### src/rtl/spim_pkg.sv
// ---------------------------------------------------------------------------
// spim_pkg
// Shared types and codes for the spi master with status pins: operation and
// register codes, control word bit positions and the transfer payloads.
// ---------------------------------------------------------------------------
package spim_pkg;

    // operation codes
    localparam logic [1:0] OP_TICK  = 2'd0;
    localparam logic [1:0] OP_WRITE = 2'd1;
    localparam logic [1:0] OP_READ  = 2'd2;
    localparam logic [1:0] OP_NONE  = 2'd3;

    // register indexes
    localparam logic [1:0] REG_TX     = 2'd0;
    localparam logic [1:0] REG_RX     = 2'd1;
    localparam logic [1:0] REG_CTRL   = 2'd2;
    localparam logic [1:0] REG_STATUS = 2'd3;

    // control word layout
    localparam int CTL_SEL_BIT  = 0;
    localparam int CTL_WIDE_BIT = 1;
    localparam int CTL_LOOP_BIT = 2;
    localparam int CTL_DIV_LSB  = 8;
    localparam int CTL_DIV_MSB  = 15;
    localparam int NARROW_BITS  = 8;

    localparam logic [15:0] CTRL_RESET = 16'h0001;

    typedef struct packed {
        logic [1:0]  opcode;
        logic [1:0]  reg_index;
        logic [31:0] write_value;
        logic        miso_pin;
        logic        card_detect_pin;
        logic        write_protect_pin;
    } in_item_t;

    typedef struct packed {
        logic [31:0] read_value;
        logic        sclk_level;
        logic        mosi_level;
        logic        select_n;
        logic        done_flag;
    } out_item_t;

endpackage

### src/rtl/spi_master_with_status_pins_core.sv
// ---------------------------------------------------------------------------
// spi_master_with_status_pins_core
// SPI master with tx, rx, control and status registers and card-detect /
// write-protect pass-through.
// ---------------------------------------------------------------------------
// Usage:
//   s_valid/s_ready/s_item carries one operation per transfer: a clock tick,
//   a register write or a register read, together with the sampled miso,
//   card-detect and write-protect pins.
//   m_valid/m_ready/m_item returns one result per operation: read data (zero
//   for ticks and writes) and the sclk, mosi, select and done pin levels
//   after the operation.
//   An accepted operation passes through one input register and one result
//   register, with the register step between them; m_valid is driven by the
//   result register.
//   Throughput is one operation per cycle while m_ready stays high, set by the
//   register step; while a result waits, the input register takes one more.
//   When m_ready is low the result register holds, the input register fills,
//   and s_ready drops only once both are occupied.
//   Reset (aresetn low, synchronous) empties both registers, deselects the
//   device, sets done, and clears the shifter, rx data and prescaler.
// ---------------------------------------------------------------------------
module spi_master_with_status_pins_core
    import spim_pkg::*;
#(
    parameter int WORD_BITS    = 32,
    parameter int DIVIDER_BITS = 8
) (
    input  logic      aclk,
    input  logic      aresetn,
    input  logic      s_valid,
    output logic      s_ready,
    input  in_item_t  s_item,
    output logic      m_valid,
    input  logic      m_ready,
    output out_item_t m_item
);

    logic      in_valid_reg, in_valid_next;
    in_item_t  in_item_reg;
    logic      out_valid_reg, out_valid_next;
    out_item_t out_item_reg;
    out_item_t step_result;
    logic      advance;
    logic      s_accept;

    // handshake between the two registers
    assign advance  = in_valid_reg && (!out_valid_reg || m_ready);
    assign s_ready  = !in_valid_reg || advance;
    assign s_accept = s_valid && s_ready;

    assign in_valid_next  = s_accept || (in_valid_reg && !advance);
    assign out_valid_next = advance || (out_valid_reg && !m_ready);

    // register step
    spim_engine #(
        .WORD_BITS    (WORD_BITS),
        .DIVIDER_BITS (DIVIDER_BITS)
    ) u_engine (
        .aclk    (aclk),
        .aresetn (aresetn),
        .step_en (advance),
        .item    (in_item_reg),
        .result  (step_result)
    );

    // input and result registers
    always_ff @(posedge aclk) begin
        if (!aresetn) begin
            in_valid_reg  <= 1'b0;
            out_valid_reg <= 1'b0;
        end else begin
            in_valid_reg  <= in_valid_next;
            out_valid_reg <= out_valid_next;
        end
        if (s_accept) begin
            in_item_reg <= s_item;
        end
        if (advance) begin
            out_item_reg <= step_result;
        end
    end

    assign m_valid = out_valid_reg;
    assign m_item  = out_item_reg;

endmodule

### src/rtl/spim_engine.sv
// ---------------------------------------------------------------------------
// spim_engine
// Register file, prescaler and shift engine. One step per enabled cycle:
// the next state and the pin view after the step are worked out in one pass.
// ---------------------------------------------------------------------------
module spim_engine
    import spim_pkg::*;
#(
    parameter int WORD_BITS    = 32,
    parameter int DIVIDER_BITS = 8
) (
    input  logic      aclk,
    input  logic      aresetn,
    input  logic      step_en,
    input  in_item_t  item,
    output out_item_t result
);

    localparam int CNT_BITS = $clog2(WORD_BITS + 1);

    logic [15:0]             control_reg, control_next;
    logic [WORD_BITS-1:0]    shifter_reg, shifter_next;
    logic [WORD_BITS-1:0]    rx_reg, rx_next;
    logic [CNT_BITS-1:0]     bits_left_reg, bits_left_next;
    logic                    busy_reg, busy_next;
    logic                    done_reg, done_next;
    logic [DIVIDER_BITS-1:0] prescale_reg, prescale_next;
    logic                    clock_reg, clock_next;
    logic                    sample_reg, sample_next;

    logic                    wide_now;
    logic [WORD_BITS-1:0]    mask_now;
    logic                    mosi_now;
    logic [DIVIDER_BITS-1:0] divider;
    logic [CNT_BITS-1:0]     width_now;
    logic [CNT_BITS-1:0]     bits_dec;
    logic [WORD_BITS-1:0]    shifted;
    logic                    wide_after;
    logic [31:0]             read_data;
    logic                    tx_write;

    // current width and the data line as seen before the step
    assign wide_now  = control_reg[CTL_WIDE_BIT];
    assign mask_now  = wide_now ? {WORD_BITS{1'b1}}
                                : WORD_BITS'({NARROW_BITS{1'b1}});
    assign mosi_now  = wide_now ? shifter_reg[WORD_BITS-1] : shifter_reg[NARROW_BITS-1];
    assign width_now = wide_now ? CNT_BITS'(WORD_BITS) : CNT_BITS'(NARROW_BITS);
    assign divider   = DIVIDER_BITS'(control_reg[CTL_DIV_MSB:CTL_DIV_LSB]);
    assign shifted   = {shifter_reg[WORD_BITS-2:0], sample_reg} & mask_now;
    assign bits_dec  = (bits_left_reg != '0) ? bits_left_reg - 1'b1 : bits_left_reg;
    assign tx_write  = item.opcode == OP_WRITE && item.reg_index == REG_TX;

    // next state for one tick, write or read
    always_comb begin
        control_next   = control_reg;
        shifter_next   = shifter_reg;
        rx_next        = rx_reg;
        bits_left_next = bits_left_reg;
        busy_next      = busy_reg;
        done_next      = done_reg;
        prescale_next  = prescale_reg;
        clock_next     = clock_reg;
        sample_next    = sample_reg;
        read_data      = '0;
        unique case (item.opcode)
            OP_TICK: begin
                if (busy_reg) begin
                    if (prescale_reg != divider) begin
                        prescale_next = prescale_reg + 1'b1;
                    end else begin
                        prescale_next = '0;
                        if (!clock_reg) begin
                            // rising edge: take the sample
                            clock_next  = 1'b1;
                            sample_next = control_reg[CTL_LOOP_BIT] ? mosi_now
                                                                    : item.miso_pin;
                        end else begin
                            // falling edge: shift, count, maybe finish
                            clock_next     = 1'b0;
                            shifter_next   = shifted;
                            bits_left_next = bits_dec;
                            if (bits_dec == '0) begin
                                busy_next = 1'b0;
                                done_next = 1'b1;
                                rx_next   = shifted;
                            end
                        end
                    end
                end
            end
            OP_WRITE: begin
                if (item.reg_index == REG_TX) begin
                    shifter_next   = WORD_BITS'(item.write_value) & mask_now;
                    bits_left_next = width_now;
                    busy_next      = 1'b1;
                    done_next      = 1'b0;
                    prescale_next  = '0;
                    clock_next     = 1'b0;
                    sample_next    = 1'b0;
                end else if (item.reg_index == REG_CTRL) begin
                    control_next = item.write_value[15:0];
                end
            end
            OP_READ: begin
                unique case (item.reg_index)
                    REG_RX:     read_data = 32'(rx_reg);
                    REG_CTRL:   read_data = 32'(control_reg);
                    REG_STATUS: read_data = {29'd0, item.write_protect_pin,
                                             item.card_detect_pin, done_reg & ~busy_reg};
                    default:    read_data = '0;
                endcase
            end
            default: begin
            end
        endcase
    end

    // pin view after the step
    assign wide_after = control_next[CTL_WIDE_BIT];
    always_comb begin
        result.read_value = read_data;
        result.sclk_level = clock_next;
        result.mosi_level = wide_after ? shifter_next[WORD_BITS-1]
                                       : shifter_next[NARROW_BITS-1];
        result.select_n   = control_next[CTL_SEL_BIT];
        result.done_flag  = done_next & ~busy_next;
    end

    // state registers
    always_ff @(posedge aclk) begin
        if (!aresetn) begin
            control_reg   <= CTRL_RESET;
            shifter_reg   <= '0;
            rx_reg        <= '0;
            bits_left_reg <= '0;
            busy_reg      <= 1'b0;
            done_reg      <= 1'b1;
            prescale_reg  <= '0;
            clock_reg     <= 1'b0;
            sample_reg    <= 1'b0;
        end else if (step_en) begin
            control_reg   <= control_next;
            shifter_reg   <= shifter_next;
            rx_reg        <= rx_next;
            bits_left_reg <= bits_left_next;
            busy_reg      <= busy_next;
            done_reg      <= done_next;
            prescale_reg  <= prescale_next;
            clock_reg     <= clock_next;
            sample_reg    <= sample_next;
        end
    end

    // a running transfer always has bits to go
    assert property (@(posedge aclk) disable iff (!aresetn)
        busy_reg |-> bits_left_reg != '0)
        else $error("busy with no bits left");

    // serial clock and prescaler rest while idle
    assert property (@(posedge aclk) disable iff (!aresetn)
        !busy_reg |-> (!clock_reg && prescale_reg == '0))
        else $error("clock or prescaler active while idle");

    // done and busy are never both set or both clear
    assert property (@(posedge aclk) disable iff (!aresetn)
        done_reg != busy_reg)
        else $error("done and busy out of step");

    // a tx write always starts a transfer
    assert property (@(posedge aclk) disable iff (!aresetn)
        (step_en && tx_write) |=> (busy_reg && !done_reg))
        else $error("tx write did not start a transfer");

endmodule

### config.mk
export PLATFORM = sky130hd
export DESIGN_NAME = spi_master_with_status_pins_core
export DESIGN_NICKNAME = d
export VERILOG_FILES = /design/src/rtl/spim_pkg.sv /design/src/rtl/spi_master_with_status_pins_core.sv /design/src/rtl/spim_engine.sv
export SDC_FILE = /design/constraint.sdc
export NUM_CORES = 1
export LEC_CHECK = 0
export BUFFER_PORTS_ARGS = -buffer_cell sky130_fd_sc_hd__buf_2
export CORE_UTILIZATION = 45
export DETAILED_ROUTE_END_ITERATION = 7
export PLACE_DENSITY = 0.71
export SYNTH_ARGS = -nofsm -noshare
export SYNTH_HDL_FRONTEND = slang
export SYNTH_SLANG_ARGS = --single-unit
### constraint.sdc
create_clock -name aclk -period 6.8 [get_ports aclk]
set_input_delay 1.36 -clock aclk [delete_from_list [all_inputs] [get_ports aclk]]
set_output_delay 1.36 -clock aclk [all_outputs]
set_load 0.05 [all_outputs]
==> metrics.md <==
| Metric | Value |
|---|---|
| Final Util | `0.5320` |
| Number of routed nets with antenna violations | `0` |
| All-Layer GR Usage | `0.2085` |
| Outcome | `finished, final reports clean` |
| GRT overflow | `0` |
| Leakage | `3.058 nW` |
| Layout area overhead | `15.37%` |
| Setup slack after layout | `3.528 ns` |
| Worst endpoint required time | `5.44 ns` |
| Post-synth top area cell | `edfxtp_1` |
| # setup viols final | `0` |
| #FFs+latches synth | `175` |
| DP Worst Slack | `3.271 ns` |
| Routed len/inst | `17.94 um` |
| Final min period | `3.272 ns` |
| Placed Cells | `915` |
| Post-synth EDFFs | `75` |
| Post-CTS Setup Inserts | `0` |
| Crit path from | `m_ready` |
| Layout cells sized above 1 | `0.1792` |
| Average cell area after synthesis | `11.16 um^2` |
| Worst rel slew slack | `0.2065` |
| Ys Warns | `0` |
| R2r setup slk | `3.61 ns` |
| Worst Hold End | `u_engine.rx_reg[26]$_SDFFE_PN0P_` |
| Clock Sinks | `175` |
| First-pass GRT wire length | `26,750 um` |
| Largest net degree at the start of global routing | `91` |
| Layout Skew | `0.009094 ns` |
| Synth cell types | `64` |
| Initial antenna violation count | `0` |
| CTS tree | `yes` |
| CP endpoint kind | `output pin` |
| Vias in the first global route | `5,112` |
| R2R depth | `5` |
| Hold/Removal Path Class | `flip-flop to flip-flop` |
| Hold slack | `0.4554 ns` |
| Reg2reg start | `u_engine.prescale_reg[3]$_SDFFE_PN0P_` |
| Final WL | `16,990 um` |
| Post_cts resized | `0` |
| Max-slew violations | `0` |
| Least-Margin Pin Slew | `1.188 ns` |
| Hpwl dp | `10,680 um` |
| Synthesized instance count | `659` |
| Clock buffer depth | `2` |
| ANT cells | `0` |
| WS Path Type | `input port to output pin` |
| Final Cycle Share | `0.4812` |
| Core Box Area | `15,940 um^2` |
| Die ar. | `16,850 um^2` |
| Gpl congestion | `0.8700` |
| Critical Path Fanout Max | `2` |
| Setup TNS | `0 ns` |
| DRC | `0` |
| FF-to-FF End | `u_engine.rx_reg[22]$_SDFFE_PN0P_` |
| Starting Density | `0.4612` |
| PD cells | `270.8 nW/um^2` |
| Final Hold Fails | `0` |
| Asr flop ratio synth | `0` |
| Clock Pin Slew Worst Setup and Hold Paths | `0.07 ns` |
| Dominant cells by area after synthesis | `edfxtp_1 31%, dfxtp_1 27%, mux2i_1 7.1%` |
| Floorplan row count | `46` |
| Hold Buf Count CTS | `0` |
| Seq/Total Area, Yosys | `0.5786` |
| Number of flip-flops in the largest register | `39` |
| Die Width | `129.8 um` |
| Synthesized area | `7352 um^2` |
| Die Span Y | `129.8 um` |
| CTS buffer count | `17` |
| CTS H-tree depth | `4` |
| Clk Latency, worst-skew pair | `0.43 ns` |
| Fmax | `305.6 MHz` |
| Max Cap Viol | `0` |
| Syn nets | `705` |
| Top cell type's share of synthesized area | `0.3063` |
| Pre-Repair DR Iteration Count | `6` |
| Io pins | `81` |
| Port buffer count | `80` |
| Worst hold start | `u_engine.rx_reg[26]$_SDFFE_PN0P_` |
| Hold Path Cell Cnt | `2` |
| Post-route non-filler standard cell count | `947` |
| Peak supply drop | `197.7 uV` |
| Vias per Instance | `5.693` |
| RSZ-0062 raised after global routing | `no` |
| Nets | `764` |
| Ys flop type | `dfxtp_1` |
| CTS root buffer | `clkbuf_16` |
| CP startpoint kind | `input port` |
| Via Count | `5,391` |
| Arrival @ worst endpoint | `1.91 ns` |
| Iteration-0 DRC Markers | `556` |
==> how the worst max path moves through the flow <==
stage	to	slack, ns
6_report	s_ready	3.53
5_1_grt	u_engine.rx_reg[22]$_SDFFE_PN0P_	3.43
4_1_cts	s_ready	3.53
3_5_place_dp	u_engine.rx_reg[22]$_SDFFE_PN0P_	3.27
3_3_place_gp	u_engine.rx_reg[19]$_SDFFE_PN0P_	3.42
2_1_floorplan	u_engine.control_reg[0]$_SDFFE_PN1P_	3.30
==> through the flow <==
stage          cell area, um^2  power [W]
2_1_floorplan             7352   0.001237
3_3_place_gp              7845   0.001279
3_5_place_dp              7845   0.001281
4_1_cts                   8482   0.002310
5_1_grt                   8482   0.002368
6_report                  8482   0.002297
==> worst max-delay path, stage by stage <==
cell	delay [ns]
buf_2	0.10
nor2b_1	0.15
nand2_1	0.08
buf_2	0.22
==> power by group <==
group	total (W)	leakage, nW	switching, W	internal [W]
Sequential	0.00114	1.53	0.0000182	0.00112
Combinational	0.000118	1.23	0.0000872	0.0000306
Clock	0.00104	0.304	0.000417	0.000621
Total	0.00230	3.06	0.000523	0.00177
==> layer usage <==
layer  GRT usage  vias to the layer above  share of wire
met3     0.05043                       20          0.062
met2      0.3356                      215           0.48
met5           0                        -              0
met1      0.2782                     2595           0.45
li1            -                     2561              -
met4     0.06430                        0          0.015
==> synthesized netlist by cell type (all sizes together), types with 8 or more instances <==
master,instances
dfxtp,100
edfxtp,75
nand2,65
nor2,53
mux2i,52
a22oi,46
clkbuf,37
nand3,32
o2bb2ai,23
and2,19
a21oi,16
buf,11
o21ai,11
xor2,11
nor3,8
o31ai,8
==> layout by cell type (no fill, tap or decap), drive strengths merged, types with 3 or more instances in the layout <==
cell / n
bufinv: 4
nand2b: 6
a22oi: 46
edfxtp: 75
and2: 19
nor4: 4
o211ai: 3
nand4: 6
o31ai: 8
clkbuf: 17
o2bb2ai: 23
mux2: 5
o21ai: 11
nor3: 8
nor2b: 7
xor2: 11
nor2: 53
a21oi: 16
inv: 10
nand3: 32
and4: 3
o311ai: 3
ha: 3
xnor2: 3
buf: 88
nand2: 65
dfxtp: 100
mux2i: 52
clkinv: 7
o2111ai: 3
==> cell type report <==
class | count | area (um^2)
Multi-Input combinational cell | 428 | 2830
Sequential cell | 175 | 4254
Clock buffer | 17 | 425.4
Fill cell | 1389 | 7461
Tap cell | 216 | 270.3
Timing Repair Buffer | 88 | 460.4
Clock inverter | 15 | 211.5
Inverter | 8 | 30.03
==> cell families after synthesis <==
group | count (synthesis) | share of synthesized area
and+or+nand+nor | 216 | 0.1416
AOI/OAI and AO/OA | 138 | 0.1413
muxes | 57 | 0.07845
adders and majority gates | 3 | 0.005106
xor gates and xnor gates | 14 | 0.01668
DFF | 175 | 0.5786
buffers and inverters | 56 | 0.03829
Power figures use the tool's default switching activity.
